===== config.mk =====
export PLATFORM = sky130hd
export DESIGN_NAME = drive_command_link_session
export DESIGN_NICKNAME = d
export VERILOG_FILES = /design/src/design/dcls_pkg.sv /design/src/design/drive_command_link_session.sv
export SDC_FILE = /design/constraint.sdc
export NUM_CORES = 1
export LEC_CHECK = 0
export BUFFER_PORTS_ARGS = -buffer_cell sky130_fd_sc_hd__buf_4
export CELL_PAD_IN_SITES_DETAIL_PLACEMENT = 1
export CELL_PAD_IN_SITES_GLOBAL_PLACEMENT = 1
export CORE_MARGIN = 2
export CORE_UTILIZATION = 30
export DETAILED_ROUTE_END_ITERATION = 12
export GPL_ROUTABILITY_DRIVEN = 1
export PLACE_DENSITY_LB_ADDON = 0.1
export SKIP_CTS_REPAIR_TIMING = 1
export SYNTH_ARGS = -nofsm -noshare
export SYNTH_HDL_FRONTEND = slang
export SYNTH_SLANG_ARGS = --single-unit

===== constraint.sdc =====
create_clock -name clk -period 8.3 [get_ports clk]
set_input_delay 0.83 -clock clk [delete_from_list [all_inputs] [get_ports clk]]
set_output_delay 0.83 -clock clk [all_outputs]
set_load 0.01 [all_outputs]

===== src/design/dcls_pkg.sv =====
// ----------------------------------------------------------------------------
// Drive command link session package
// Codes, limits and beat layouts shared by the session logic and its checker.
// ----------------------------------------------------------------------------
package dcls_pkg;

    localparam logic [1:0] MODE_DISARMED = 2'd0;
    localparam logic [1:0] MODE_ARMED    = 2'd1;
    localparam logic [1:0] MODE_ESTOP    = 2'd2;

    localparam logic [2:0] ERR_NONE    = 3'd0;
    localparam logic [2:0] ERR_CRC     = 3'd1;
    localparam logic [2:0] ERR_LEN     = 3'd2;
    localparam logic [2:0] ERR_SEQ     = 3'd3;
    localparam logic [2:0] ERR_STATE   = 3'd4;
    localparam logic [2:0] ERR_PAYLOAD = 3'd5;

    localparam logic [1:0] FUNC_FRAME = 2'd0;
    localparam logic [1:0] FUNC_CRC   = 2'd1;
    localparam logic [1:0] FUNC_LEN   = 2'd2;
    localparam logic [1:0] FUNC_SEQ   = 2'd3;

    localparam logic [7:0] MSG_TWIST     = 8'd0;
    localparam logic [7:0] MSG_ARM       = 8'd1;
    localparam logic [7:0] MSG_DISARM    = 8'd2;
    localparam logic [7:0] MSG_ESTOP     = 8'd3;
    localparam logic [7:0] MSG_CLEAR     = 8'd4;
    localparam logic [7:0] MSG_HEARTBEAT = 8'd5;

    localparam logic [7:0]  SEQ_HALF    = 8'd127;
    localparam logic [7:0]  TWIST_LEN   = 8'd6;
    localparam int          REVERSE_BIT = 0;
    localparam logic [15:0] SAT16       = 16'hFFFF;

    typedef struct packed {
        logic [31:0]        now_ms;
        logic [7:0]         flag_byte;
        logic signed [15:0] twist_rate;
        logic signed [15:0] twist_speed;
        logic [7:0]         payload_len;
        logic [7:0]         msg_type;
        logic [7:0]         seq;
    } in_beat_t;

    typedef struct packed {
        logic [1:0]         pad;
        logic [15:0]        len_drops;
        logic [15:0]        seq_drops;
        logic [15:0]        crc_drops;
        logic [15:0]        link_age;
        logic [15:0]        twist_age;
        logic               cmd_reverse;
        logic signed [15:0] cmd_rate;
        logic signed [15:0] cmd_speed;
        logic [7:0]         last_seq;
        logic [2:0]         fault_code;
        logic [1:0]         drive_mode;
    } out_beat_t;

endpackage


===== src/design/drive_command_link_session.sv =====
// ----------------------------------------------------------------------------
// Drive command link session
// Sequence check, arm/disarm/estop state and twist capture with a status beat.
// ----------------------------------------------------------------------------
// Takes one frame or link-error beat per cycle while the output is not stalled
// and returns one status beat for each, in order. A beat lands in the input
// register, the session state and the status snapshot are worked out from it
// in one pass and written into the state registers and the result register
// together, so a status beat passes the input register and then the result
// register before output valid, and a new beat can be taken while the last is
// still in flight. The input side keeps taking beats while a status beat waits
// at the output, until the input register is also full.
module drive_command_link_session (
    input  logic         clk,
    input  logic         rst_n,
    input  logic         s_axis_tvalid,
    output logic         s_axis_tready,
    // seq, msg_type, payload_len, twist_speed, twist_rate, flag_byte, now_ms
    input  logic [95:0]  s_axis_tdata,
    // func
    input  logic [1:0]   s_axis_tuser,
    output logic         m_axis_tvalid,
    input  logic         m_axis_tready,
    // drive_mode, fault_code, last_seq, cmd_speed, cmd_rate, cmd_reverse,
    // twist_age, link_age, crc_drops, seq_drops, len_drops, 2 zero bits
    output logic [127:0] m_axis_tdata
);

    function automatic logic [15:0] bump(input logic [15:0] c);
        return (c == dcls_pkg::SAT16) ? c : c + 16'd1;
    endfunction

    function automatic logic [15:0] age_of(input logic [31:0] now, input logic [31:0] then_ms);
        logic [31:0] d;
        d = now - then_ms;
        return (d[31:16] != 16'd0) ? dcls_pkg::SAT16 : d[15:0];
    endfunction

    logic               in_valid_reg;
    dcls_pkg::in_beat_t in_reg;
    logic [1:0]         in_func_reg;
    logic               out_valid_reg;
    dcls_pkg::out_beat_t out_reg;
    dcls_pkg::out_beat_t out_next;
    logic               adv;

    logic [1:0]  mode_reg,        mode_next;
    logic [2:0]  error_code_reg,  error_code_next;
    logic        seq_seen_reg,    seq_seen_next;
    logic [7:0]  prev_seq_reg,    prev_seq_next;
    logic [15:0] speed_cmd_reg,   speed_cmd_next;
    logic [15:0] rate_cmd_reg,    rate_cmd_next;
    logic        reverse_cmd_reg, reverse_cmd_next;
    logic        cmd_present_reg, cmd_present_next;
    logic [31:0] cmd_time_reg,    cmd_time_next;
    logic [31:0] link_time_reg,   link_time_next;
    logic [15:0] crc_count_reg,   crc_count_next;
    logic [15:0] seq_count_reg,   seq_count_next;
    logic [15:0] len_count_reg,   len_count_next;

    assign adv           = in_valid_reg && (!out_valid_reg || m_axis_tready);
    assign s_axis_tready = !in_valid_reg || adv;
    assign m_axis_tvalid = out_valid_reg;
    assign m_axis_tdata  = out_reg;

    always_comb
    begin
        logic [7:0] step;
        step             = in_reg.seq - prev_seq_reg;
        mode_next        = mode_reg;
        error_code_next  = error_code_reg;
        seq_seen_next    = seq_seen_reg;
        prev_seq_next    = prev_seq_reg;
        speed_cmd_next   = speed_cmd_reg;
        rate_cmd_next    = rate_cmd_reg;
        reverse_cmd_next = reverse_cmd_reg;
        cmd_present_next = cmd_present_reg;
        cmd_time_next    = cmd_time_reg;
        link_time_next   = link_time_reg;
        crc_count_next   = crc_count_reg;
        seq_count_next   = seq_count_reg;
        len_count_next   = len_count_reg;

        unique case (in_func_reg)
            dcls_pkg::FUNC_FRAME:
            begin
                if (seq_seen_reg && (step == 8'd0 || step > dcls_pkg::SEQ_HALF))
                begin
                    seq_count_next  = bump(seq_count_reg);
                    error_code_next = dcls_pkg::ERR_SEQ;
                end
                else
                begin
                    seq_seen_next  = 1'b1;
                    prev_seq_next  = in_reg.seq;
                    link_time_next = in_reg.now_ms;
                    if (in_reg.msg_type == dcls_pkg::MSG_TWIST)
                    begin
                        if (mode_reg == dcls_pkg::MODE_ESTOP)
                        begin
                            error_code_next = dcls_pkg::ERR_STATE;
                        end
                        else if (in_reg.payload_len != dcls_pkg::TWIST_LEN)
                        begin
                            len_count_next  = bump(len_count_reg);
                            error_code_next = dcls_pkg::ERR_LEN;
                        end
                        else
                        begin
                            speed_cmd_next   = in_reg.twist_speed;
                            rate_cmd_next    = in_reg.twist_rate;
                            reverse_cmd_next = in_reg.flag_byte[dcls_pkg::REVERSE_BIT];
                            cmd_present_next = 1'b1;
                            cmd_time_next    = in_reg.now_ms;
                            error_code_next  = dcls_pkg::ERR_NONE;
                        end
                    end
                    else if (in_reg.msg_type > dcls_pkg::MSG_HEARTBEAT)
                    begin
                        error_code_next = dcls_pkg::ERR_PAYLOAD;
                    end
                    else if (in_reg.payload_len != 8'd0)
                    begin
                        len_count_next  = bump(len_count_reg);
                        error_code_next = dcls_pkg::ERR_LEN;
                    end
                    else
                    begin
                        error_code_next = dcls_pkg::ERR_NONE;
                        unique case (in_reg.msg_type)
                            dcls_pkg::MSG_ARM:
                            begin
                                if (mode_reg == dcls_pkg::MODE_DISARMED)
                                    mode_next = dcls_pkg::MODE_ARMED;
                                else
                                    error_code_next = dcls_pkg::ERR_STATE;
                            end
                            dcls_pkg::MSG_DISARM:
                            begin
                                mode_next = dcls_pkg::MODE_DISARMED;
                            end
                            dcls_pkg::MSG_ESTOP:
                            begin
                                mode_next = dcls_pkg::MODE_ESTOP;
                            end
                            dcls_pkg::MSG_CLEAR:
                            begin
                                if (mode_reg == dcls_pkg::MODE_ESTOP)
                                    mode_next = dcls_pkg::MODE_DISARMED;
                                else
                                    error_code_next = dcls_pkg::ERR_STATE;
                            end
                            default:
                            begin
                                mode_next = mode_reg;
                            end
                        endcase
                    end
                end
            end
            dcls_pkg::FUNC_CRC:
            begin
                crc_count_next  = bump(crc_count_reg);
                error_code_next = dcls_pkg::ERR_CRC;
            end
            dcls_pkg::FUNC_LEN:
            begin
                len_count_next  = bump(len_count_reg);
                error_code_next = dcls_pkg::ERR_LEN;
            end
            default:
            begin
                seq_count_next  = bump(seq_count_reg);
                error_code_next = dcls_pkg::ERR_SEQ;
            end
        endcase

        out_next.pad           = 2'b00;
        out_next.drive_mode    = mode_next;
        out_next.fault_code    = error_code_next;
        out_next.last_seq      = prev_seq_next;
        out_next.cmd_speed     = speed_cmd_next;
        out_next.cmd_rate      = rate_cmd_next;
        out_next.cmd_reverse   = reverse_cmd_next;
        out_next.twist_age     = cmd_present_next ? age_of(in_reg.now_ms, cmd_time_next)
                                                  : dcls_pkg::SAT16;
        out_next.link_age      = seq_seen_next ? age_of(in_reg.now_ms, link_time_next)
                                               : dcls_pkg::SAT16;
        out_next.crc_drops     = crc_count_next;
        out_next.seq_drops     = seq_count_next;
        out_next.len_drops     = len_count_next;
    end

    always_ff @(posedge clk or negedge rst_n)
    begin
        if (!rst_n)
        begin
            in_valid_reg    <= 1'b0;
            out_valid_reg   <= 1'b0;
            mode_reg        <= dcls_pkg::MODE_DISARMED;
            error_code_reg  <= dcls_pkg::ERR_NONE;
            seq_seen_reg    <= 1'b0;
            prev_seq_reg    <= 8'd0;
            speed_cmd_reg   <= 16'd0;
            rate_cmd_reg    <= 16'd0;
            reverse_cmd_reg <= 1'b0;
            cmd_present_reg <= 1'b0;
            cmd_time_reg    <= 32'd0;
            link_time_reg   <= 32'd0;
            crc_count_reg   <= 16'd0;
            seq_count_reg   <= 16'd0;
            len_count_reg   <= 16'd0;
        end
        else
        begin
            if (s_axis_tready)
                in_valid_reg <= s_axis_tvalid;
            if (adv)
                out_valid_reg <= 1'b1;
            else if (m_axis_tready)
                out_valid_reg <= 1'b0;
            if (adv)
            begin
                mode_reg        <= mode_next;
                error_code_reg  <= error_code_next;
                seq_seen_reg    <= seq_seen_next;
                prev_seq_reg    <= prev_seq_next;
                speed_cmd_reg   <= speed_cmd_next;
                rate_cmd_reg    <= rate_cmd_next;
                reverse_cmd_reg <= reverse_cmd_next;
                cmd_present_reg <= cmd_present_next;
                cmd_time_reg    <= cmd_time_next;
                link_time_reg   <= link_time_next;
                crc_count_reg   <= crc_count_next;
                seq_count_reg   <= seq_count_next;
                len_count_reg   <= len_count_next;
            end
        end
    end

    always_ff @(posedge clk)
    begin
        if (s_axis_tready && s_axis_tvalid)
        begin
            in_reg      <= s_axis_tdata;
            in_func_reg <= s_axis_tuser;
        end
        if (adv)
            out_reg <= out_next;
    end

endmodule


# After elaboration in Yosys (flattened, before gate mapping)
# Index checks and enable logic that the tools add are counted.
# op_classes
magnitude_cmp,2
reduce_logical,19
n_mux,64
bitwise,2
eq_ne,11
addsub,6
# op_table
op,count
2-to-1 mux 16 bit,21
2-to-1 mux 32 bit,7
one-hot mux 16 bit (2 select lines),2
subtractor 32 bit,2
"adder 16 x 1 -> 16 bit, second input constant",3
"== test 16 bit, second input constant",3
nonzero test 16 bit,2
2-to-1 mux 3 bit,7
"== test 8 x 2 -> 1 bit, second input constant",2
zero test 8 bit,2
2-to-1 mux 2 bit,8
2-to-1 mux 8 bit,2
2-to-1 mux 1 bit,14
one-hot mux 3 bit (3 select lines),1
"== test 8 x 1 -> 1 bit, second input constant",1
"== test 8 x 3 -> 1 bit, second input constant",1
"greater-than comparator 8 x 3 -> 1 bit, second input constant",1
"greater-than comparator 8 x 7 -> 1 bit, second input constant",1
"!= test 8 x 3 -> 1 bit, second input constant",1
one-hot mux 2 bit (4 select lines),1
nonzero test 8 bit,1
subtractor 8 bit,1
one-hot mux 3 bit (2 select lines),1
OR reduction 2 bit,3
8 further kinds,16
# totals
wordCells,137
out_inout_bits,130
in_bits,102
reg_bits,376

# Logic depth before layout (Yosys ltp)
# Gate-level depths: netlist of the first run.
# depth
ltp_word,9
depth_mapped,26
mapped_depth_nobuf,22

# Worst setup path after synthesis of the first run
# Ideal clock, no wire load.
# synth_timing
kind,reg2reg
startpoint,register in_reg[0] (netlist bit)
endpoint,"register out_reg (netlist bit m_axis_tdata[53]), data pin"
period_less_slack_ns,5.986
stages_incl_launch_ff,26
setup_time_ns,0.272
n_path_buf,5
required_ns,8.028
t_arrival_ns,5.714
setup_slack_ns,2.314
cell_sequence,edfxtp_1 -> inv_1 -> ha_1 -> inv_1 -> fa_1 -> a21o_1 -> a21oi_1 -> o221ai_1 -> a211oi_1 -> or4_1 -> clkbuf_1 -> buf_1 -> buf_1 -> mux2i_1 -> ha_1 -> buf_6 -> a21oi_4 -> o221ai_2 -> or4_1 -> nor4_1 -> nand4_1 -> a211o_1 -> nor3_2 -> nand4_2 -> buf_6 -> or4_1
# synth_via
elab_chain_len,9
elab_cells_between_ends,13
cone_classes,add/sub (2); order compare (1); mux (4); bitwise (1); reduce/logical (5)
# synth_rtl
item,line,source
"start, declared",drive_command_link_session.sv:40,dcls_pkg::in_beat_t in_reg;
"start signal, assigned",drive_command_link_session.sv:245,in_reg <= s_axis_tdata;
subtractor 8 bit *,drive_command_link_session.sv:69,step = in_reg.seq - prev_seq_reg;
greater-than comparator 8 x 7 -> 1 bit / zero test 8 bit (equally long branches),drive_command_link_session.sv:87,if (seq_seen_reg && (step == 8'd0 || step > dcls_pkg::SEQ_HALF))
logical OR 1 bit *,drive_command_link_session.sv:87,
logical AND 1 bit *,drive_command_link_session.sv:87,
2-to-1 mux 32 bit,drive_command_link_session.sv:87,
2-to-1 mux 32 bit,drive_command_link_session.sv:84,unique case (in_func_reg)
subtractor 32 bit,drive_command_link_session.sv:35,d = now - then_ms;
nonzero test 16 bit,drive_command_link_session.sv:36,return (d[31:16] != 16'd0) ? dcls_pkg::SAT16 : d[15:0];
OR reduction 2 bit (no source line),--,
"end signal, assigned",drive_command_link_session.sv:249,out_reg <= out_next;
"end, declared",drive_command_link_session.sv:43,dcls_pkg::out_beat_t out_reg;
# Mark *: on every way between the ends. The rest lies on a longest branch, timed or not.
# A chain may end at the register's enable or synchronous reset.

# Worst setup path after layout of the first run
# layout_timing
startpoint,register in_reg[0] (netlist bit)
endpoint,"register out_reg (netlist bit m_axis_tdata[65]), data pin"
# layout_via
elab_chain_len,9
elab_cells_between_ends,13
cone_classes,add/sub (2); order compare (1); mux (4); bitwise (1); reduce/logical (5)
# layout_rtl
item,line,source
subtractor 8 bit *,drive_command_link_session.sv:69,
greater-than comparator 8 x 7 -> 1 bit / zero test 8 bit (equally long branches),drive_command_link_session.sv:87,
logical OR 1 bit *,drive_command_link_session.sv:87,
logical AND 1 bit *,drive_command_link_session.sv:87,
2-to-1 mux 32 bit *,drive_command_link_session.sv:87,
2-to-1 mux 32 bit *,drive_command_link_session.sv:84,
named net link_time_next[0],drive_command_link_session.sv:56,"logic [31:0] link_time_reg, link_time_next;"
subtractor 32 bit *,drive_command_link_session.sv:35,
nonzero test 16 bit,drive_command_link_session.sv:36,
OR reduction 2 bit (no source line),--,
# The timed path passes the listed nets; every way through them passes the cells marked *.

==> impl_metrics.json, run 1 <==
{
  "status": "completed",
  "max_freq_mhz": 144,
  "synthTopCellsByArea": "edfxtp_1 33%, dfrtp_1 20%, mux2_2 6.5%",
  "leakage_uw": 0.00990,
  "die_area_um2": 68600,
  "power.density_nw_per_um2": 268,
  "n_fill_cell": 7192,
  "antenna_found_initial": 2,
  "row_count": 94,
  "clk_pin_slew_ns": 0.06,
  "dr_wl_met2_um": 26300,
  "yosysTopAreaCell": "edfxtp_1",
  "routed-wl-met3_um": 2960,
  "ir_drop_mv": 0.132,
  "max-slew-margin-rel": 0.173,
  "ios": 232,
  "htreeDepth": 2,
  "die_x_um": 262,
  "grt_pass1_vias": 15351,
  "fin_crit_sh": 0.834,
  "post-route-util": 0.364,
  "cts_sinks": 376,
  "drc": 0,
  "timing.final.max_slew_violations": 0,
  "cts_tree": "done",
  "end_kind": "register",
  "period_minus_slack_ns": 6.92,
  "yosys.area.top_type_share": 0.327,
  "yosys_warnings": 0,
  "start_util": 0.303,
  "cp-start-kind": "register",
  "critPathKind": "register to register",
  "routed.top_layer": "met5",
  "post-place-ws_ns": 1.31,
  "cts_root_buf": "clkbuf_16",
  "drt_wl_total_um": 57700,
  "die_h_um": 262,
  "worstSkewPairLatency_ns": 0.58,
  "path_max_fanout": 32,
  "async_flop_share": 0.423,
  "grt_pass1_wl_um": 89500,
  "gp_congestion": 0.834,
  "setup_slack_ns": 1.38,
  "arrival_ns": 7.23,
  "synth_edf_count": 217,
  "dp_hpwl_um": 40600,
  "vias": 14659,
  "drt_iter0_drc": 768,
  "tightest_slew_ns": 1.24,
  "avgSynthCellArea_um2": 11.1,
  "wire_per_inst_um": 20.0,
  "rsz0062_at_grt": "false",
  "synthFlopType": "edfxtp_1",
  "maxCapViolCount": 0,
  "cts_buffer_depth": 3,
  "layoutNonFillerInstCount": 2884,
  "ys_types": 88,
  "postSynthCellCount": 1790,
  "min-delay-path-class": "input pin to async pin",
  "fin_worst_skew_ns": 0.0202,
  "setup_viol": 0,
  "cts_inserted_buffers": 46,
  "placed_cells": 2798,
  "firstDrtPassIters": 5,
  "required_ns": 8.60,
  "hold_viol": 0,
  "routed_via_density": 5.08,
  "grt_max_degree": 66,
  "largest_register_ffs": 126,
  "core-area_um2": 65700,
  "syn_area_um2": 19900,
  "ant_nets": 0,
  "finalSetupTns_ns": 0,
  "wl_met1_um": 27500,
  "diodes": 0,
  "ys_ff_latch": 376,
  "grt_overflow": 0,
  "drive_gt1_frac": 0.222,
  "syn_to_final_growth_pct": 19.9,
  "grt_use_total": 0.168,
  "ys_seq_area_frac": 0.526,
  "nets": 2168,
  "io_buffers": 222
}
-- area by class of cell --
class | count | area, um^2 | area share
clock inverter | 17 | 183 | 0.00764
sequential | 376 | 10500 | 0.439
multi-input combinational | 1272 | 8850 | 0.370
tap | 864 | 1080 | 0.0452
clock buffer | 69 | 1340 | 0.0561
inverter | 48 | 185 | 0.00774
timing repair buffer | 238 | 1790 | 0.0748
-- cells in the final DEF, fill, tap and decap left out, types with 10 or more instances in the layout --
cell type  count
nor4_1        16
buf_4        237
nor3_1        39
nor2_1        82
nand3_1       63
ha_1          81
nand4_1       29
a21o_1        26
nand3b_1      10
nor2b_1       10
nand2_1      192
dfrtp_1      159
xnor2_1       31
or4_1         18
mux2_2       116
clkbuf_1      16
a31oi_1       19
inv_1         47
mux2i_1       69
o21ai_0      108
o31ai_1       25
and3_1        16
a21oi_1      111
edfxtp_1     217
clkbuf_16     49
o21a_1        14
xor2_1        31
a211oi_1      11
-- layer usage --
metal	vias up	track usage
met5	-	0
met4	4	0.0374
met3	59	0.0403
met2	230	0.267
met1	7285	0.230
li1	7081	-
-- power breakdown --
| part | internal, uW | total (uW) | leakage (uW) | switching (uW) |
|---|---|---|---|---|
| clock | 1240 | 2050 | 0.000748 | 815 |
| combinational | 748 | 1930 | 0.00502 | 1180 |
| sequential | 2240 | 2420 | 0.00413 | 178 |
-- cells by family after synthesis --
logic type,after synthesis,share of synthesized area
adders and majority gates,84,0.0538
other,1,0.000188
AOI/OAI and AO/OA,411,0.132
muxes,185,0.100
buffers and inverters,143,0.0317
xor gates and xnor gates,62,0.0272
DFF,376,0.526
and+or+nand+nor,528,0.129
-- critical path: stages (launching register included) --
cell and delay (ns):
edfxtp_1 0.36, inv_1 0.10, ha_1 0.16, inv_1 0.05, fa_1 0.40, a21o_1 0.17
a21oi_1 0.22, o221ai_1 0.14, a211oi_1 0.53, or3_2 0.93, o21ai_0 0.19, ha_1 0.28
fa_1 0.43, nand2b_1 0.19, a221o_1 0.37, a211o_1 0.33, a21oi_1 0.38, a2111oi_0 0.20
nor4_1 0.29, nand4_1 0.18, nor4_2 0.31, buf_4 0.26, o211ai_1 0.11
-- Yosys cell counts, types with 4 or more instances --
library cell	n
a2111oi_0	4
a211o_1	5
a211oi_1	11
a21o_1	26
a21oi_1	112
a22o_1	4
a31oi_1	19
and2_1	6
and3_1	16
and4_1	5
buf_1	10
buf_2	14
buf_4	8
buf_6	4
clkbuf_1	56
dfrtp_1	159
edfxtp_1	217
ha_1	81
inv_1	48
mux2_2	116
mux2i_1	69
nand2_1	193
nand2b_1	9
nand3_1	63
nand3b_1	10
nand4_1	29
nor2_1	83
nor2b_1	10
nor3_1	39
nor4_1	16
o211ai_1	8
o21a_1	14
o21ai_0	108
o21bai_1	6
o221ai_1	4
o22a_1	4
o22ai_1	6
o31ai_1	25
o32ai_1	5
or2_2	8
or3_1	7
or4_1	19
xnor2_1	31
xor2_1	31
-- metrics by stage --
stage | instance area [um^2] | hold slack, ns | power (uW)
after floorplan | 19900 | 0.450 | 3770
after global placement | 22400 | 0.463 | 4360
after detailed placement | 22400 | 0.472 | 4390
after CTS | 23900 | 0.215 | 6510
after global routing | 23900 | 0.231 | 6820
final | 23900 | 0.214 | 6400
-- path summary, 6_finish.rpt --
kind                                    from           endpoint  slack, ns  depth (start not counted)
min                                    rst_n  link_time_reg[20]       0.21                          1
max reg2reg                        in_reg[0]   m_axis_tdata[65]       1.38                         22
min reg2reg                link_time_reg[26]  link_time_reg[26]       0.48                          2
max                                in_reg[0]   m_axis_tdata[65]       1.38                         22
min in group clk            s_axis_tdata[93]         in_reg[93]       0.42                          1
max in group asynchronous              rst_n   speed_cmd_reg[1]       6.81                          2
Power figures use the tool's default switching activity.
==> run 2, diff against run 1 <==
- clock period: 8.3 -> 6 ns (I/O delays scaled with it)
==> impl_metrics.json, run 2 (synthesis gave the netlist of run 1 again) <==
{
  "status": "completed",
  "maxCapViolCount": 0,
  "htreeDepth": 2,
  "die_area_um2": 68600,
  "layout_common_cells": "355 x buf_4, 217 x edfxtp_1, 192 x nand2_1",
  "fin_worst_skew_ns": 0.0165,
  "worstSkewPairLatency_ns": 0.58,
  "finalSetupTns_ns": 0,
  "critPathKind": "register to register",
  "cts_inserted_buffers": 47,
  "ios": 232,
  "min-delay-path-class": "input pin to async pin",
  "start_util": 0.303,
  "die_x_um": 262,
  "ir_drop_mv": 0.240,
  "cts_buffer_depth": 3,
  "grt_overflow": 0,
  "gp_congestion": 0.851,
  "n_fill_cell": 7075,
  "timing.final.max_slew_violations": 0,
  "grt_pass1_wl_um": 92900,
  "ff_latch_area_um2": 10500,
  "drt_iter0_drc": 746,
  "routed_via_density": 5.03,
  "r2r_cells": 21,
  "drive_gt1_frac": 0.303,
  "cts_tree": "done",
  "vias": 15186,
  "max_freq_mhz": 171,
  "syn_to_final_growth_pct": 28.1,
  "cts_sinks": 376,
  "wire_per_inst_um": 20.1,
  "core-area_um2": 65700,
  "largest_register_ffs": 126,
  "grt_max_degree": 99,
  "fin_crit_sh": 0.972,
  "max-slew-margin-rel": 0.134,
  "ant_nets": 0,
  "firstDrtPassIters": 5,
  "power.density_nw_per_um2": 371,
  "antenna_found_initial": 0,
  "clk_pin_slew_ns": 0.06,
  "grt_use_total": 0.173,
  "period_minus_slack_ns": 5.83,
  "multi_input_area_um2": 9240,
  "diodes": 0,
  "leakage_uw": 0.0107,
  "hold_viol": 0,
  "required_ns": 6.30,
  "nets": 2304,
  "grt_pass1_vias": 16011,
  "row_count": 94,
  "tightest_slew_ns": 1.30,
  "dp_hpwl_um": 42400,
  "io_buffers": 222,
  "drt_wl_total_um": 60700,
  "setup_viol": 0,
  "arrival_ns": 6.13,
  "cp-start-kind": "register",
  "path_max_fanout": 9,
  "cts_root_buf": "clkbuf_16",
  "die_h_um": 262,
  "layout_commonest_cell": "buf_4",
  "end_kind": "register",
  "drc": 0,
  "stdcell_area_um2": 25600,
  "placed_area_um2": 23300
}
## run 2: changes by cell type in the layout (fill, tap and decap cells not counted), sizes merged
cell / delta
bufinv: +3
clkinvlp: +2
clkbuf: -8
buf: +134
a22oi: +1
clkinv: +2
## run 2: final timing paths
check	from	slack, ns	end
max	in_reg[4]	0.17	m_axis_tdata[49]
min	rst_n	0.07	link_time_reg[19]
max reg2reg	in_reg[4]	0.17	m_axis_tdata[49]
min reg2reg	link_time_reg[30]	0.48	link_time_reg[30]
max in group asynchronous	rst_n	4.88	link_time_reg[24]
min in group clk	s_axis_tdata[93]	0.20	in_reg[93]
## run 2: cell type report
cell class / count / share of cell area
Inverter: 48 / 0.00725
Clock buffer: 61 / 0.0517
Clock inverter: 24 / 0.0120
Multi-Input combinational cell: 1273 / 0.361
Sequential cell: 376 / 0.411
Tap cell: 864 / 0.0423
Timing Repair Buffer: 372 / 0.115
## run 2: metrics by stage
stage / hold WS [ns] / setup slack, ns / util / total power (uW) / instances
detailed placement: 0.474 / -0.253 / 0.355 / 6370 / 2916
finish: 0.0680 / 0.166 / 0.389 / 9490 / 3018
global placement: 0.463 / -0.159 / 0.355 / 6310 / 2916
floorplan: 0.304 / 0.0137 / - / 5210 / 1791
global route: 0.0950 / -0.0435 / 0.389 / 10100 / 3018
CTS: 0.0692 / -0.294 / 0.380 / 9450 / 3001
## run 2: critical path, cell delays in order (launching register included)
cell,delay (ns)
edfxtp_1,0.44
ha_4,0.30
a211oi_2,0.21
o21bai_1,0.11
or3_1,0.34
and3_1,0.21
or4_4,0.61
buf_8,0.19
buf_12,0.14
mux2i_1,0.11
ha_1,0.38
buf_12,0.15
and4_4,0.25
nor2b_4,0.16
nand2_1,0.11
o21ai_4,0.28
a211oi_4,0.12
o31ai_4,0.32
xor2_2,0.22
buf_6,0.16
a22oi_2,0.14
or4_1,0.58
## run 2: layer usage
layer	vias to the layer above	track usage	wire (um)
met5	-	0	0
met4	0	0.0473	1650
met3	76	0.0349	2730
met2	234	0.277	27700
met1	7531	0.239	28700
li1	7345	-	-
## run 2: power breakdown
group / internal, uW / switching [uW] / total [uW]
Combinational: 1350 / 1780 / 3130
Sequential: 3100 / 250 / 3350
Clock: 1850 / 1150 / 3000
Total: 6300 / 3180 / 9490
==> run 3, diff against run 2 <==
- CORE_ASPECT_RATIO: default -> 1.25
- PLACE_DENSITY: default -> 0.61
- PLACE_DENSITY_LB_ADDON: 0.1 -> default
==> impl_metrics.json, run 3 (synthesis gave the netlist of run 1 again) <==
{
  "layout_commonest_cell": "buf_4",
  "firstDrtPassIters": 5,
  "start_util": 0.304,
  "placed_area_um2": 23700,
  "drt_wl_total_um": 59600,
  "nets": 2335,
  "grt_pass1_vias": 16864,
  "fin_worst_skew_ns": 0.0292,
  "p_seq_frac": 0.357,
  "max-slew-margin-rel": 0.285,
  "drc": 0,
  "switchingPower_uw": 3140,
  "ios": 232,
  "cts_inserted_buffers": 43,
  "grt_overflow": 0,
  "gp_congestion": 0.878,
  "die_h_um": 292,
  "ant_nets": 0,
  "routed_via_density": 5.07,
  "setup_viol": 0,
  "htreeDepth": 2,
  "placed_cells": 2954,
  "maxCapViolCount": 0,
  "leakage_uw": 0.0108,
  "fin_crit_sh": 0.968,
  "die_x_um": 235,
  "io_buffers": 222,
  "layout_common_cells": "398 x buf_4, 217 x edfxtp_1, 192 x nand2_1",
  "die_area_um2": 68600,
  "cp_num_buf_inv": 4,
  "drt_iter0_drc": 743,
  "largest_register_ffs": 126,
  "grt_max_degree": 87,
  "cts_sinks": 376,
  "grt_use_total": 0.169,
  "required_ns": 6.32,
  "cts_tree": "done",
  "min-delay-path-class": "input pin to async pin",
  "drive_gt1_frac": 0.302,
  "timing.final.max_slew_violations": 0,
  "clk_pin_slew_ns": 0.06,
  "ir_drop_mv": 0.204,
  "slowest_stage": "or4_4",
  "power.density_nw_per_um2": 368,
  "max_stage_delay_ns": 0.59,
  "period_minus_slack_ns": 5.81,
  "layoutNonFillerInstCount": 3041,
  "max_freq_mhz": 172,
  "p_comb_frac": 0.340,
  "cts_buffer_depth": 3,
  "clockPowerShare": 0.303,
  "vias": 15432,
  "critPathKind": "register to register",
  "dp_hpwl_um": 42700,
  "cp_cell_sequence": "ha_1 > nand3b_1 > a21oi_1 > or3_1 > and3_1 > or4_4 > buf_12 > buf_6 > mux2i_1 > ha_1 > buf_4 > a211o_1 > a21oi_1 > o32ai_1 > a211oi_1 > nand4_1 > a211o_1 > nor3_4 > nand4_4 > clkbuf_16 > or4_1",
  "wire_per_inst_um": 19.6,
  "antenna_found_initial": 2,
  "internal_power_uw": 6230,
  "tightest_slew_ns": 1.07,
  "grt_pass1_wl_um": 93100,
  "switching_share": 0.335,
  "syn_to_final_growth_pct": 27.8,
  "cts_root_buf": "clkbuf_16",
  "critical_path.top_delay_family": "simple AND/OR/NAND/NOR gates",
  "cp-start-kind": "register",
  "hold_viol": 0,
  "status": "completed",
  "worstSkewPairLatency_ns": 0.59,
  "path_max_fanout": 15,
  "core-area_um2": 65700,
  "end_kind": "register",
  "row_count": 105,
  "stdcell_area_um2": 25500,
  "arrival_ns": 6.13
}
## run 3: cell count changes in the layout (fill, tap and decap cells not counted), moves of 4 or more
cell	previous run	this run
buf_6	7	2
buf_4	355	398
clkinv_1	4	0
a21oi_2	15	9
a21oi_1	96	103
clkbuf_16	50	46
## run 3: per-layer routing
layer  GRT usage  up-vias  wire length (um)
met1       0.199     7679             24700
li1            -     7390                 -
met5           0        -                12
met4      0.0537        2              1740
met2       0.311      261             31100
met3      0.0287      100              2020
## run 3: final timing paths
path | startpoint | to | slack, ns | cells after the start
min in group clk | s_axis_tdata[77] | in_reg[77] | 0.19 | 1
worst min-delay path | rst_n | crc_count_reg[1] | 0.11 | 1
max in group asynchronous | rst_n | prev_seq_reg[6] | 4.59 | 2
worst max register to register | in_reg[1] | m_axis_tdata[48] | 0.19 | 21
worst min register to register | link_time_reg[7] | link_time_reg[7] | 0.48 | 2
worst max-delay path | in_reg[1] | m_axis_tdata[48] | 0.19 | 21
## run 3: power groups by stage
stage / clock [uW] / combinational, uW / sequential, uW
finish: 2840 / 3180 / 3350
global route: 3030 / 3530 / 3400
CTS: 2950 / 3150 / 3350
detailed placement: 0 / 3130 / 3400
global placement: 0 / 3040 / 3380
floorplan: 0 / 1850 / 3360
## run 3: layout make-up
class | count | area [um^2]
antenna | 1 | 2.50
clock buffer | 58 | 1190
clock inverter | 22 | 323
fill | 7173 | 40200
inverter | 48 | 185
multi-input combinational | 1273 | 9080
sequential | 376 | 10500
tap | 856 | 1070
timing repair buffer | 407 | 3150
## run 3: metrics by stage
stage          power (uW)   util  setup TNS [ns]  worst slack (ns)  hold WS (ns)
5_1_grt              9950  0.388          -0.392           -0.0385         0.163
3_5_place_dp         6530  0.360           -4.66            -0.172         0.471
4_1_cts              9450  0.383           -5.62            -0.211         0.143
2_1_floorplan        5210      -               0            0.0137         0.304
3_3_place_gp         6420  0.360           -1.51           -0.0625         0.462
6_report             9370  0.388               0             0.192         0.107
